<file path="config.mk">
export PLATFORM = sky130hd
export DESIGN_NAME = normalized_feature_response_unit
export DESIGN_NICKNAME = d
export VERILOG_FILES = /design/src/rtl/nfr_pkg.sv /design/src/rtl/nfr_weight_ram.sv /design/src/rtl/nfr_accum.sv /design/src/rtl/nfr_norm.sv /design/src/rtl/normalized_feature_response_unit.sv
export SDC_FILE = /design/constraint.sdc
export NUM_CORES = 2
export LEC_CHECK = 0
export BUFFER_PORTS_ARGS = -buffer_cell sky130_fd_sc_hd__clkbuf_2
export CORE_MARGIN = 2
export CORE_UTILIZATION = 50
export DETAILED_ROUTE_END_ITERATION = 16
export GPL_TIMING_DRIVEN = 0
export HOLD_SLACK_MARGIN = 0.02
export PLACE_DENSITY_LB_ADDON = 0.05
export SLEW_MARGIN = 20
export SYNTH_ARGS = -nofsm -noshare
export SYNTH_HDL_FRONTEND = slang
export SYNTH_SLANG_ARGS = --single-unit
</file>
<file path="constraint.sdc">
create_clock -name clock -period 12.1 [get_ports clock]
set_input_delay 1.815 -clock clock [delete_from_list [all_inputs] [get_ports clock]]
set_output_delay 1.815 -clock clock [all_outputs]
set_load 0.05 [all_outputs]
</file>
<file path="src/rtl/nfr_pkg.sv">
// ----------------------------------------------------------------------------
// nfr_pkg
// Shared constants, types and helpers for the normalized feature response
// unit.
// ----------------------------------------------------------------------------
package nfr_pkg;

   localparam int MAX_FEATURES = 32;
   localparam int SAMPLE_BITS  = 16;
   localparam int POS_BITS     = $clog2(MAX_FEATURES);
   localparam int INDEX_BITS   = 5;
   localparam int COUNT_BITS   = 6;
   localparam int PROD_BITS    = 2 * SAMPLE_BITS;
   localparam int ACC_BITS     = 48;
   localparam int RESP_BITS    = 32;

   // Normalizer datapath widths
   localparam int RADICAND_BITS = 64;
   localparam int ROOT_BITS     = RADICAND_BITS / 2;
   localparam int REM_BITS      = ROOT_BITS + 3;
   localparam int QUOT_BITS     = 64;
   localparam int STEP_BITS     = $clog2(QUOT_BITS);

   localparam logic [COUNT_BITS-1:0] RESET_FEATURE_COUNT = COUNT_BITS'(31);

   typedef enum logic {
      OP_LOAD    = 1'b0,
      OP_FEATURE = 1'b1
   } opcode_type;

   typedef enum logic [2:0] {
      NORM_IDLE,
      NORM_CHECK,
      NORM_ROOT,
      NORM_DIVIDE,
      NORM_DONE
   } norm_state_type;

   // Finished sums of one location, handed to the normalizer
   typedef struct packed {
      logic                       valid;
      logic signed [ACC_BITS-1:0] dot;
      logic [ACC_BITS-1:0]        square;
      logic                       last;
   } handoff_type;

   // Saturate a sign and magnitude to signed 32 bits
   function automatic logic [RESP_BITS-1:0] sat_response(
      input logic                 neg,
      input logic [QUOT_BITS-1:0] mag
   );
      logic big;
      big = (mag[QUOT_BITS-1:RESP_BITS-1] != '0);
      if (neg) begin
         if (big) begin
            return {1'b1, {(RESP_BITS-1){1'b0}}};
         end
         return (~mag[RESP_BITS-1:0]) + RESP_BITS'(1);
      end
      if (big) begin
         return {1'b0, {(RESP_BITS-1){1'b1}}};
      end
      return mag[RESP_BITS-1:0];
   endfunction

endpackage

</file>
<file path="src/rtl/nfr_weight_ram.sv">
// ----------------------------------------------------------------------------
// nfr_weight_ram
// Filter weight store: one write port, one read port, registered read data.
// ----------------------------------------------------------------------------
module nfr_weight_ram (
   input  logic                               clock,
   input  logic                               write_enable,
   input  logic [nfr_pkg::POS_BITS-1:0]       write_addr,
   input  logic [nfr_pkg::SAMPLE_BITS-1:0]    write_data,
   input  logic                               read_enable,
   input  logic [nfr_pkg::POS_BITS-1:0]       read_addr,
   output logic [nfr_pkg::SAMPLE_BITS-1:0]    read_data_ff
);

   logic [nfr_pkg::SAMPLE_BITS-1:0] mem [nfr_pkg::MAX_FEATURES];

   // write port
   always_ff @(posedge clock) begin
      if (write_enable) begin
         mem[write_addr] <= write_data;
      end
   end

   // read port, registered read data
   always_ff @(posedge clock) begin
      if (read_enable) begin
         read_data_ff <= mem[read_addr];
      end
   end

endmodule

</file>
<file path="src/rtl/nfr_accum.sv">
// ----------------------------------------------------------------------------
// nfr_accum
// Feature front end: tracks the position in a location, reads the matching
// weight, forms both products and accumulates the dot and square sums.
// ----------------------------------------------------------------------------
module nfr_accum (
   input  logic                                clock,
   input  logic                                reset,
   input  logic                                feature_accept,
   input  logic                                load_accept,
   input  logic [nfr_pkg::INDEX_BITS-1:0]      weight_index,
   input  logic signed [nfr_pkg::SAMPLE_BITS-1:0] sample_value,
   input  logic                                last_location,
   input  logic [nfr_pkg::COUNT_BITS-1:0]      feature_count,
   output logic                                at_end,
   output logic                                end_in_flight,
   output nfr_pkg::handoff_type                handoff
);

   localparam int ACC_BITS  = nfr_pkg::ACC_BITS;
   localparam int PROD_BITS = nfr_pkg::PROD_BITS;
   localparam int CNT_BITS  = nfr_pkg::COUNT_BITS;

   logic [nfr_pkg::POS_BITS-1:0]            pos_ff, pos_in;
   logic [CNT_BITS-1:0]                     count_eff;
   logic [nfr_pkg::SAMPLE_BITS-1:0]         weight_data;

   logic                                    a_valid_ff, a_end_ff, a_last_ff;
   logic signed [nfr_pkg::SAMPLE_BITS-1:0]  a_sample_ff;

   logic                                    b_valid_ff, b_end_ff, b_last_ff;
   logic signed [PROD_BITS-1:0]             b_dot_prod_ff, b_dot_prod_in;
   logic [PROD_BITS-1:0]                    b_sq_prod_ff, b_sq_prod_in;
   logic signed [PROD_BITS-1:0]             sq_signed;

   logic signed [ACC_BITS-1:0]              dot_acc_ff, dot_sum;
   logic [ACC_BITS-1:0]                     sq_acc_ff, sq_sum;

   // clamp the configured count to 1..MAX_FEATURES
   always_comb begin
      if (feature_count == '0) begin
         count_eff = CNT_BITS'(1);
      end else if (feature_count > CNT_BITS'(nfr_pkg::MAX_FEATURES)) begin
         count_eff = CNT_BITS'(nfr_pkg::MAX_FEATURES);
      end else begin
         count_eff = feature_count;
      end
   end

   assign at_end = ((CNT_BITS'(pos_ff) + CNT_BITS'(1)) >= count_eff);
   assign pos_in = at_end ? '0 : pos_ff + nfr_pkg::POS_BITS'(1);

   always_ff @(posedge clock) begin
      if (reset) begin
         pos_ff <= '0;
      end else if (feature_accept) begin
         pos_ff <= pos_in;
      end
   end

   nfr_weight_ram u_weight_ram (
      .clock        (clock),
      .write_enable (load_accept),
      .write_addr   (weight_index[nfr_pkg::POS_BITS-1:0]),
      .write_data   (sample_value),
      .read_enable  (feature_accept),
      .read_addr    (pos_ff),
      .read_data_ff (weight_data)
   );

   // stage A: sample waits for its weight
   always_ff @(posedge clock) begin
      if (reset) begin
         a_valid_ff <= 1'b0;
      end else begin
         a_valid_ff <= feature_accept;
      end
   end

   always_ff @(posedge clock) begin
      if (feature_accept) begin
         a_end_ff    <= at_end;
         a_last_ff   <= last_location;
         a_sample_ff <= sample_value;
      end
   end

   // stage B: products
   assign b_dot_prod_in = a_sample_ff * $signed(weight_data);
   assign sq_signed     = a_sample_ff * a_sample_ff;
   assign b_sq_prod_in  = sq_signed;

   always_ff @(posedge clock) begin
      if (reset) begin
         b_valid_ff <= 1'b0;
      end else begin
         b_valid_ff <= a_valid_ff;
      end
   end

   always_ff @(posedge clock) begin
      if (a_valid_ff) begin
         b_end_ff      <= a_end_ff;
         b_last_ff     <= a_last_ff;
         b_dot_prod_ff <= b_dot_prod_in;
         b_sq_prod_ff  <= b_sq_prod_in;
      end
   end

   // accumulate; both sums wrap at ACC_BITS
   assign dot_sum = dot_acc_ff
                  + {{(ACC_BITS-PROD_BITS){b_dot_prod_ff[PROD_BITS-1]}}, b_dot_prod_ff};
   assign sq_sum  = sq_acc_ff + {{(ACC_BITS-PROD_BITS){1'b0}}, b_sq_prod_ff};

   always_ff @(posedge clock) begin
      if (reset) begin
         dot_acc_ff <= '0;
         sq_acc_ff  <= '0;
      end else if (b_valid_ff) begin
         if (b_end_ff) begin
            dot_acc_ff <= '0;
            sq_acc_ff  <= '0;
         end else begin
            dot_acc_ff <= dot_sum;
            sq_acc_ff  <= sq_sum;
         end
      end
   end

   // finished location goes to the normalizer
   always_comb begin
      handoff.valid  = b_valid_ff & b_end_ff;
      handoff.dot    = dot_sum;
      handoff.square = sq_sum;
      handoff.last   = b_last_ff;
   end

   assign end_in_flight = (a_valid_ff & a_end_ff) | (b_valid_ff & b_end_ff);

`ifndef SYNTHESIS
   // the final features of two locations never share the pipe
   a_single_end: assert property (@(posedge clock) disable iff (reset)
      !(a_valid_ff && a_end_ff && b_valid_ff && b_end_ff))
      else $error("two location ends in flight");
`endif

endmodule

</file>
<file path="src/rtl/nfr_norm.sv">
// ----------------------------------------------------------------------------
// nfr_norm
// Normalizer: bit-serial square root of the scaled square sum, then a
// bit-serial restoring divide of the scaled dot magnitude, saturation, and
// the result output register.
// ----------------------------------------------------------------------------
module nfr_norm (
   input  logic                               clock,
   input  logic                               reset,
   input  nfr_pkg::handoff_type               handoff,
   output logic                               busy,
   output logic                               rsp_valid,
   input  logic                               rsp_stall,
   output logic signed [nfr_pkg::RESP_BITS-1:0] rsp_response,
   output logic                               rsp_last_location_res
);

   localparam int ACC_BITS  = nfr_pkg::ACC_BITS;
   localparam int RAD_BITS  = nfr_pkg::RADICAND_BITS;
   localparam int ROOT_BITS = nfr_pkg::ROOT_BITS;
   localparam int REM_BITS  = nfr_pkg::REM_BITS;
   localparam int QUOT_BITS = nfr_pkg::QUOT_BITS;
   localparam int STEP_BITS = nfr_pkg::STEP_BITS;

   // small sums (below 2^SMALL_LIMIT) get the finer scale
   localparam int SMALL_LIMIT = 40;
   localparam int FINE_H      = 12;
   localparam int COARSE_H    = 8;
   localparam int FINE_SH     = 8 + FINE_H;
   localparam int COARSE_SH   = 8 + COARSE_H;
   localparam int FINE_MAG    = QUOT_BITS - 1 - FINE_SH;
   localparam int COARSE_MAG  = QUOT_BITS - 1 - COARSE_SH;

   localparam logic [STEP_BITS-1:0] ROOT_LAST = STEP_BITS'(ROOT_BITS - 1);
   localparam logic [STEP_BITS-1:0] DIV_LAST  = STEP_BITS'(QUOT_BITS - 1);

   nfr_pkg::norm_state_type state_ff, state_in;

   logic signed [ACC_BITS-1:0]   dot_ff;
   logic [ACC_BITS-1:0]          square_ff;
   logic                         last_ff, neg_ff;
   logic [RAD_BITS-1:0]          radicand_ff;
   logic [ROOT_BITS-1:0]         root_ff;
   logic [REM_BITS-1:0]          rem_ff;
   logic [QUOT_BITS-1:0]         quot_ff;
   logic [STEP_BITS-1:0]         step_ff;

   logic                         rsp_valid_ff;
   logic [nfr_pkg::RESP_BITS-1:0] rsp_response_ff;
   logic                         rsp_last_ff;

   logic                         out_free, deposit;

   // check stage decode
   logic                         neg;
   logic [ACC_BITS-1:0]          mag;
   logic                         fine_scale, square_zero, too_big;

   // root step
   logic [REM_BITS-1:0]          root_shift, root_trial;
   logic                         root_fits;

   // divide step
   logic [ROOT_BITS:0]           div_shift, div_diff;
   logic                         div_fits;

   assign neg         = dot_ff[ACC_BITS-1];
   assign mag         = neg ? (~dot_ff + ACC_BITS'(1)) : dot_ff;
   assign fine_scale  = (square_ff[ACC_BITS-1:SMALL_LIMIT] == '0);
   assign square_zero = (square_ff == '0);
   assign too_big     = fine_scale ? (mag[ACC_BITS-1:FINE_MAG] != '0)
                                   : (mag[ACC_BITS-1:COARSE_MAG] != '0);

   assign root_shift = {rem_ff[REM_BITS-3:0], radicand_ff[RAD_BITS-1 -: 2]};
   assign root_trial = {1'b0, root_ff, 2'b01};
   assign root_fits  = (root_shift >= root_trial);

   assign div_shift = {rem_ff[ROOT_BITS-1:0], quot_ff[QUOT_BITS-1]};
   assign div_fits  = (div_shift >= {1'b0, root_ff});
   assign div_diff  = div_shift - {1'b0, root_ff};

   assign out_free = !rsp_valid_ff || !rsp_stall;

   // next state
   always_comb begin
      state_in = state_ff;
      unique case (state_ff)
         nfr_pkg::NORM_IDLE: begin
            if (handoff.valid) begin
               state_in = nfr_pkg::NORM_CHECK;
            end
         end
         nfr_pkg::NORM_CHECK: begin
            if (square_zero || too_big) begin
               state_in = nfr_pkg::NORM_DONE;
            end else begin
               state_in = nfr_pkg::NORM_ROOT;
            end
         end
         nfr_pkg::NORM_ROOT: begin
            if (step_ff == ROOT_LAST) begin
               state_in = nfr_pkg::NORM_DIVIDE;
            end
         end
         nfr_pkg::NORM_DIVIDE: begin
            if (step_ff == DIV_LAST) begin
               state_in = nfr_pkg::NORM_DONE;
            end
         end
         nfr_pkg::NORM_DONE: begin
            if (out_free) begin
               state_in = nfr_pkg::NORM_IDLE;
            end
         end
         default: state_in = nfr_pkg::NORM_IDLE;
      endcase
   end

   // outputs of the state machine
   always_comb begin
      busy    = (state_ff != nfr_pkg::NORM_IDLE);
      deposit = (state_ff == nfr_pkg::NORM_DONE) && out_free;
   end

   always_ff @(posedge clock) begin
      if (reset) begin
         state_ff <= nfr_pkg::NORM_IDLE;
      end else begin
         state_ff <= state_in;
      end
   end

   // datapath
   always_ff @(posedge clock) begin
      unique case (state_ff)
         nfr_pkg::NORM_IDLE: begin
            if (handoff.valid) begin
               dot_ff    <= handoff.dot;
               square_ff <= handoff.square;
               last_ff   <= handoff.last;
            end
         end
         nfr_pkg::NORM_CHECK: begin
            neg_ff  <= neg;
            rem_ff  <= '0;
            root_ff <= '0;
            step_ff <= '0;
            if (square_zero) begin
               quot_ff <= QUOT_BITS'(mag);
            end else if (too_big) begin
               quot_ff <= QUOT_BITS'(64'h1_0000_0000);
            end else if (fine_scale) begin
               radicand_ff <= {square_ff[SMALL_LIMIT-1:0], {(2*FINE_H){1'b0}}};
               quot_ff     <= {1'b0, mag[FINE_MAG-1:0], {FINE_SH{1'b0}}};
            end else begin
               radicand_ff <= {square_ff, {(2*COARSE_H){1'b0}}};
               quot_ff     <= {1'b0, mag[COARSE_MAG-1:0], {COARSE_SH{1'b0}}};
            end
         end
         nfr_pkg::NORM_ROOT: begin
            rem_ff      <= root_fits ? (root_shift - root_trial) : root_shift;
            root_ff     <= {root_ff[ROOT_BITS-2:0], root_fits};
            radicand_ff <= {radicand_ff[RAD_BITS-3:0], 2'b00};
            step_ff     <= (step_ff == ROOT_LAST) ? '0 : step_ff + STEP_BITS'(1);
            if (step_ff == ROOT_LAST) begin
               rem_ff <= '0;
            end
         end
         nfr_pkg::NORM_DIVIDE: begin
            rem_ff  <= {{(REM_BITS-ROOT_BITS-1){1'b0}},
                        (div_fits ? div_diff : div_shift)};
            quot_ff <= {quot_ff[QUOT_BITS-2:0], div_fits};
            step_ff <= step_ff + STEP_BITS'(1);
         end
         nfr_pkg::NORM_DONE: begin
         end
         default: begin
         end
      endcase
   end

   // result output register
   always_ff @(posedge clock) begin
      if (reset) begin
         rsp_valid_ff <= 1'b0;
      end else if (deposit) begin
         rsp_valid_ff <= 1'b1;
      end else if (!rsp_stall) begin
         rsp_valid_ff <= 1'b0;
      end
   end

   always_ff @(posedge clock) begin
      if (deposit) begin
         rsp_response_ff <= nfr_pkg::sat_response(neg_ff, quot_ff);
         rsp_last_ff     <= last_ff;
      end
   end

   assign rsp_valid             = rsp_valid_ff;
   assign rsp_response          = rsp_response_ff;
   assign rsp_last_location_res = rsp_last_ff;

`ifndef SYNTHESIS
   // a new location only arrives while the unit is free
   a_start_idle: assert property (@(posedge clock) disable iff (reset)
      handoff.valid |-> (state_ff == nfr_pkg::NORM_IDLE))
      else $error("handoff while normalizer busy");

   // scaled radicand is at least 2^24, so the divisor is never zero
   a_root_nonzero: assert property (@(posedge clock) disable iff (reset)
      (state_ff == nfr_pkg::NORM_DIVIDE) |-> (root_ff != '0))
      else $error("zero divisor");

   // a result appears only out of the done state
   a_rsp_from_done: assert property (@(posedge clock) disable iff (reset)
      $rose(rsp_valid_ff) |-> $past(state_ff == nfr_pkg::NORM_DONE))
      else $error("result without finished location");
`endif

endmodule

</file>
<file path="src/rtl/normalized_feature_response_unit.sv">
// ----------------------------------------------------------------------------
// normalized_feature_response_unit
// Per map location, dot product of the features with a stored 1x1 filter,
// divided by the feature vector length, saturated to signed Q16.16.
// ----------------------------------------------------------------------------
//  chan | dir | handshake           | payload
//  req_ | in  | req_valid/req_stall | opcode, weight_index, sample_value, last_location
//  rsp_ | out | rsp_valid/rsp_stall | response, last_location_res
//  csr_ | in  | csr_write_enable    | feature_count (csr_write_data)
//
// Weight loads and non-final features are taken one per cycle. A location's final
// feature reaches the normalizer via stages A and B; it is then busy for check, 32
// square-root steps, 64 divide steps and output, or check and output alone on a zero
// square sum or early saturation; the next final feature stalls till then. Reset is
// synchronous and does not clear the weight store; the user must load it before use
// (unchecked). A stalled result waits in the output register as other items stream.
// ----------------------------------------------------------------------------
module normalized_feature_response_unit (
   input  logic                                   clock,
   input  logic                                   reset,

   input  logic                                   req_valid,
   output logic                                   req_stall,
   input  logic                                   req_opcode,
   input  logic [nfr_pkg::INDEX_BITS-1:0]         req_weight_index,
   input  logic signed [nfr_pkg::SAMPLE_BITS-1:0] req_sample_value,
   input  logic                                   req_last_location,

   output logic                                   rsp_valid,
   input  logic                                   rsp_stall,
   output logic signed [nfr_pkg::RESP_BITS-1:0]   rsp_response,
   output logic                                   rsp_last_location_res,

   input  logic                                   csr_write_enable,
   input  logic [nfr_pkg::COUNT_BITS-1:0]         csr_write_data
);

   logic [nfr_pkg::COUNT_BITS-1:0] feature_count_ff;
   logic                           is_feature, accept;
   logic                           feature_accept, load_accept;
   logic                           at_end, end_in_flight, norm_busy;
   nfr_pkg::handoff_type           handoff;

   // configuration register
   always_ff @(posedge clock) begin
      if (reset) begin
         feature_count_ff <= nfr_pkg::RESET_FEATURE_COUNT;
      end else if (csr_write_enable) begin
         feature_count_ff <= csr_write_data;
      end
   end

   // a final feature waits until the normalizer can take its location
   assign is_feature     = (req_opcode == nfr_pkg::OP_FEATURE);
   assign req_stall      = is_feature && at_end && (norm_busy || end_in_flight);
   assign accept         = req_valid && !req_stall;
   assign feature_accept = accept && is_feature;
   assign load_accept    = accept && !is_feature;

   nfr_accum u_accum (
      .clock          (clock),
      .reset          (reset),
      .feature_accept (feature_accept),
      .load_accept    (load_accept),
      .weight_index   (req_weight_index),
      .sample_value   (req_sample_value),
      .last_location  (req_last_location),
      .feature_count  (feature_count_ff),
      .at_end         (at_end),
      .end_in_flight  (end_in_flight),
      .handoff        (handoff)
   );

   nfr_norm u_norm (
      .clock                 (clock),
      .reset                 (reset),
      .handoff               (handoff),
      .busy                  (norm_busy),
      .rsp_valid             (rsp_valid),
      .rsp_stall             (rsp_stall),
      .rsp_response          (rsp_response),
      .rsp_last_location_res (rsp_last_location_res)
   );

endmodule

</file>
==> results.cfg <==
[clock_network]
clk_path_buf_depth = 3
path_clk_slew_ns = 0.06
cts_tree = yes
hold_buffers = 0
post-cts-setup-buffers = 0
clk_latency_ns = 0.75
cts_sinks = 1038
cts_root_buf = clkbuf_16
htreeDepth = 3
ctsResizeCount = 0
cts_inserted_buffers = 111

[logic_synthesis]
ys_warn_count = 0
syn_area_mm2 = 0.0681
synth-xor-area-share_pct = 3.83
synthAdderAreaFrac_pct = 20.7
syn_inst = 5798
synth_edf_count = 925
syn_nets = 6656
async_reset_ff_share_pct = 0
synth_simple_gate_area_share_pct = 10.2
ys.flop_type = edfxtp_1
synth_compound_area_share_pct = 9.74
postSynthAreaPerCell_um2 = 11.7
synth-seq-cells = 1038
synth.distinct_cells = 83
yosysSeqAreaShare_pct = 44.1
synthMuxAreaShare_pct = 6.19
synth_top_family_by_area = adder cells

[layout]
multiInputGateArea_mm2 = 0.0346
diodes = 0
fin_cells = 7909
synthToLayoutAreaGrowth_pct = 10.4
drive_above_1_share_pct = 9.22
seqCellArea_mm2 = 0.0300
finalNetCount = 6894
fillers = 11500
final_cell_mix = 925 x edfxtp_1, 692 x inv_1, 501 x fa_1
layout.cells.most_common = edfxtp_1

[placement]
hpwl_um = 143000
io_buffers = 66
dp.cells = 7703
pre_cts_ws_ns = 3.43
gp_congestion = 0.923

[pwr]
comb_power_share_pct = 55.4
power.density_mw_per_mm2 = 244
clockPowerShare_pct = 18.4
swShare_pct = 44.6
vdd_ir_drop_max_v = 0.000624
p_switching_uw = 8180
seq_power_share_pct = 26.2
p_leak_uw = 0.0296
cell_internal_pwr_uw = 10200

[worst_setup_path]
start_kind = flip-flop
cpPeakStageDelay_ns = 0.93
crit_chain = clkbuf_1 -> clkbuf_1 -> nand2_1 -> inv_1 -> fa_1 -> fa_1 -> fa_1 -> fa_1 -> fa_1 -> inv_1 -> fa_1 -> inv_1 -> ha_1 -> and3_1 -> nand4_1 -> o211ai_1 -> o21a_1 -> o31a_1 -> o41a_1 -> nand4_1 -> nand4b_1 -> a21oi_1 -> xnor2_1
critPathCaptureType = flip-flop
critPathBufInv = 5
cp.arrival_ns = 9.16
path_delay_family = adder cells
r2r_cells = 23
cp_common_cell = fa_1
path_max_fanout = 10
crit_type = reg -> reg
cpMaxStageDelayCell = fa_1
crit_cells = 23
required_ns = 12.46

[sta]
slew_headroom_pct = 14.1
rsz0062_at_grt = false
setup_viol_count_final = 0
timing.final.ws_setup_ns = 3.30
skew_ns = 0.0807
maxSlewViolCount = 0
fin_crit_sh_pct = 72.8
fmax_mhz = 114
tightest_slew_ns = 1.29
finalHoldViolCount = 0
fin_crit_ns = 8.80

[worst_hold_path]
hold_depth = 0
holdCritPathClass = reg -> reg

[global_routing]
overflow = 0
grt_pass1_vias = 45900
grt_start_max_net_pins = 55
grt_pass1_wl_um = 282000
grtUsageTotal_pct = 26.7
antenna_found_initial = 6

[detailed_routing]
route.detailed.wl_per_inst_um = 23.3
via_per_inst = 5.78
totalWireLength_um = 185000
drtPass1Iterations = 7
ant_nets = 0
vias = 45700
drc = 0
drt-initial-drc-count = 4027

[run]
max-cap-violations = 0

[floorplan]
start_util_pct = 50.3
dieArea_mm2 = 0.139
pin_count = 69
core_mm2 = 0.135
dieHeight_um = 373
rows = 135
fp.dieW_um = 373

[status]
outcome = complete, no violations
worst register-to-register path: cells and delay by family, from the launching register on:
kind / cells / cell delay [ns]
compound gates: 5 / 0.87
xor+xnor: 1 / 0.86
fa+ha+maj: 7 / 3.91
buf+inv: 5 / 1.55
flops: 1 / 0.47
simple gates: 5 / 0.76
per-layer routing:
metal	global-route usage, %	routed length [um]	vias to the layer above
li1	-	-	21000
met1	37.3	79700	23200
met2	43.7	88000	1374
met3	3.91	11500	234
met4	7.65	5480	2
met5	0	13	-
stage by stage:
stage	TNS [ns]	util [%]	hold WS [ns]	instance area, um2	power [uW]
after detailed placement	0	52.9	0.407	71500	15200
after global placement	-225.08	52.2	0.403	70700	15000
after global routing	0	55.6	0.440	75200	19700
after floorplan	0	-	0.400	68100	11300
final	0	55.6	0.425	75200	18400
after CTS	0	55.6	0.432	75200	18600
logic make-up (layout without fill, tap and decap cells):
logic type,after synthesis,count (layout)
simple gates,1472,1472
flops,1038,1038
compound gates,991,991
buf+inv,957,1287
fa+ha+maj,824,824
xor+xnor,297,297
mux,219,219
state kept, by name, indices dropped and copies added, names as in the netlist, 3 cells and up:
name / flops
feature_count_ff: 6
u_accum.a_sample_ff: 16
u_accum.b_dot_prod_ff: 32
u_accum.b_sq_prod_ff: 31
u_accum.dot_acc_ff: 48
u_accum.pos_ff: 5
u_accum.sq_acc_ff: 48
u_accum.u_weight_ram.mem: 512
u_accum.u_weight_ram.read_data_ff: 16
u_norm.dot_ff: 48
u_norm.quot_ff: 64
u_norm.radicand_ff: 48
u_norm.rem_ff: 33
u_norm.root_ff: 32
u_norm.rsp_response: 32
u_norm.square_ff: 48
u_norm.state_ff: 3
u_norm.step_ff: 6
layout make-up:
| type | instances | area share (%) |
|---|---|---|
| buffer | 263 | 1.33 |
| clock buffer | 136 | 3.97 |
| clock inverter | 69 | 0.882 |
| inverter | 694 | 3.47 |
| multi-input combinational | 3803 | 46.0 |
| sequential | 1038 | 40.0 |
| tap | 1781 | 2.96 |
| timing repair buffer | 125 | 1.40 |
power groups by stage:
| stage | clock (uW) | sequential (uW) | combinational (uW) |
|---|---|---|---|
| 2_1_floorplan | 0 | 4780 | 6480 |
| 6_report | 3380 | 4800 | 10200 |
| 4_1_cts | 3440 | 4810 | 10400 |
| 3_3_place_gp | 0 | 4910 | 10100 |
| 5_1_grt | 3590 | 4820 | 11300 |
| 3_5_place_dp | 0 | 4890 | 10300 |
path summary, 6_finish.rpt:
kind	start	end	slack (ns)
setup / recovery	u_accum.a_sample_ff[15]	u_accum.b_dot_prod_ff[31]	3.30
hold / removal	u_accum.b_last_ff	u_norm.last_ff	0.42
setup reg to reg	u_accum.a_sample_ff[15]	u_accum.b_dot_prod_ff[31]	3.30
hold reg to reg	u_accum.b_last_ff	u_norm.last_ff	0.42
cell usage after synthesis, types with 17 or more instances:
cell	number	area, um2
a211oi_1	22	165
a21o_1	88	661
a21oi_1	258	1290
a221o_1	23	230
a22oi_1	67	503
a31oi_1	59	369
and2_1	181	1130
and3_1	27	169
buf_1	24	90.1
clkbuf_1	235	882
dfxtp_1	113	2260
edfxtp_1	925	27800
fa_1	501	10000
ha_1	323	4040
inv_1	694	2610
mux2i_1	43	430
mux4_2	160	3600
nand2_1	496	1860
nand2b_1	32	200
nand3_1	72	360
nand4_1	45	282
nor2_1	420	1580
nor2b_1	21	131
nor3_1	37	185
nor4_1	36	225
o211ai_1	22	165
o21a_1	31	233
o21ai_0	162	811
o21bai_1	28	210
o22ai_1	33	206
o31ai_1	40	300
o41ai_1	17	149
or3_1	32	200
xnor2_1	198	1730
xor2_1	98	858
Power figures use the tool's default switching activity.
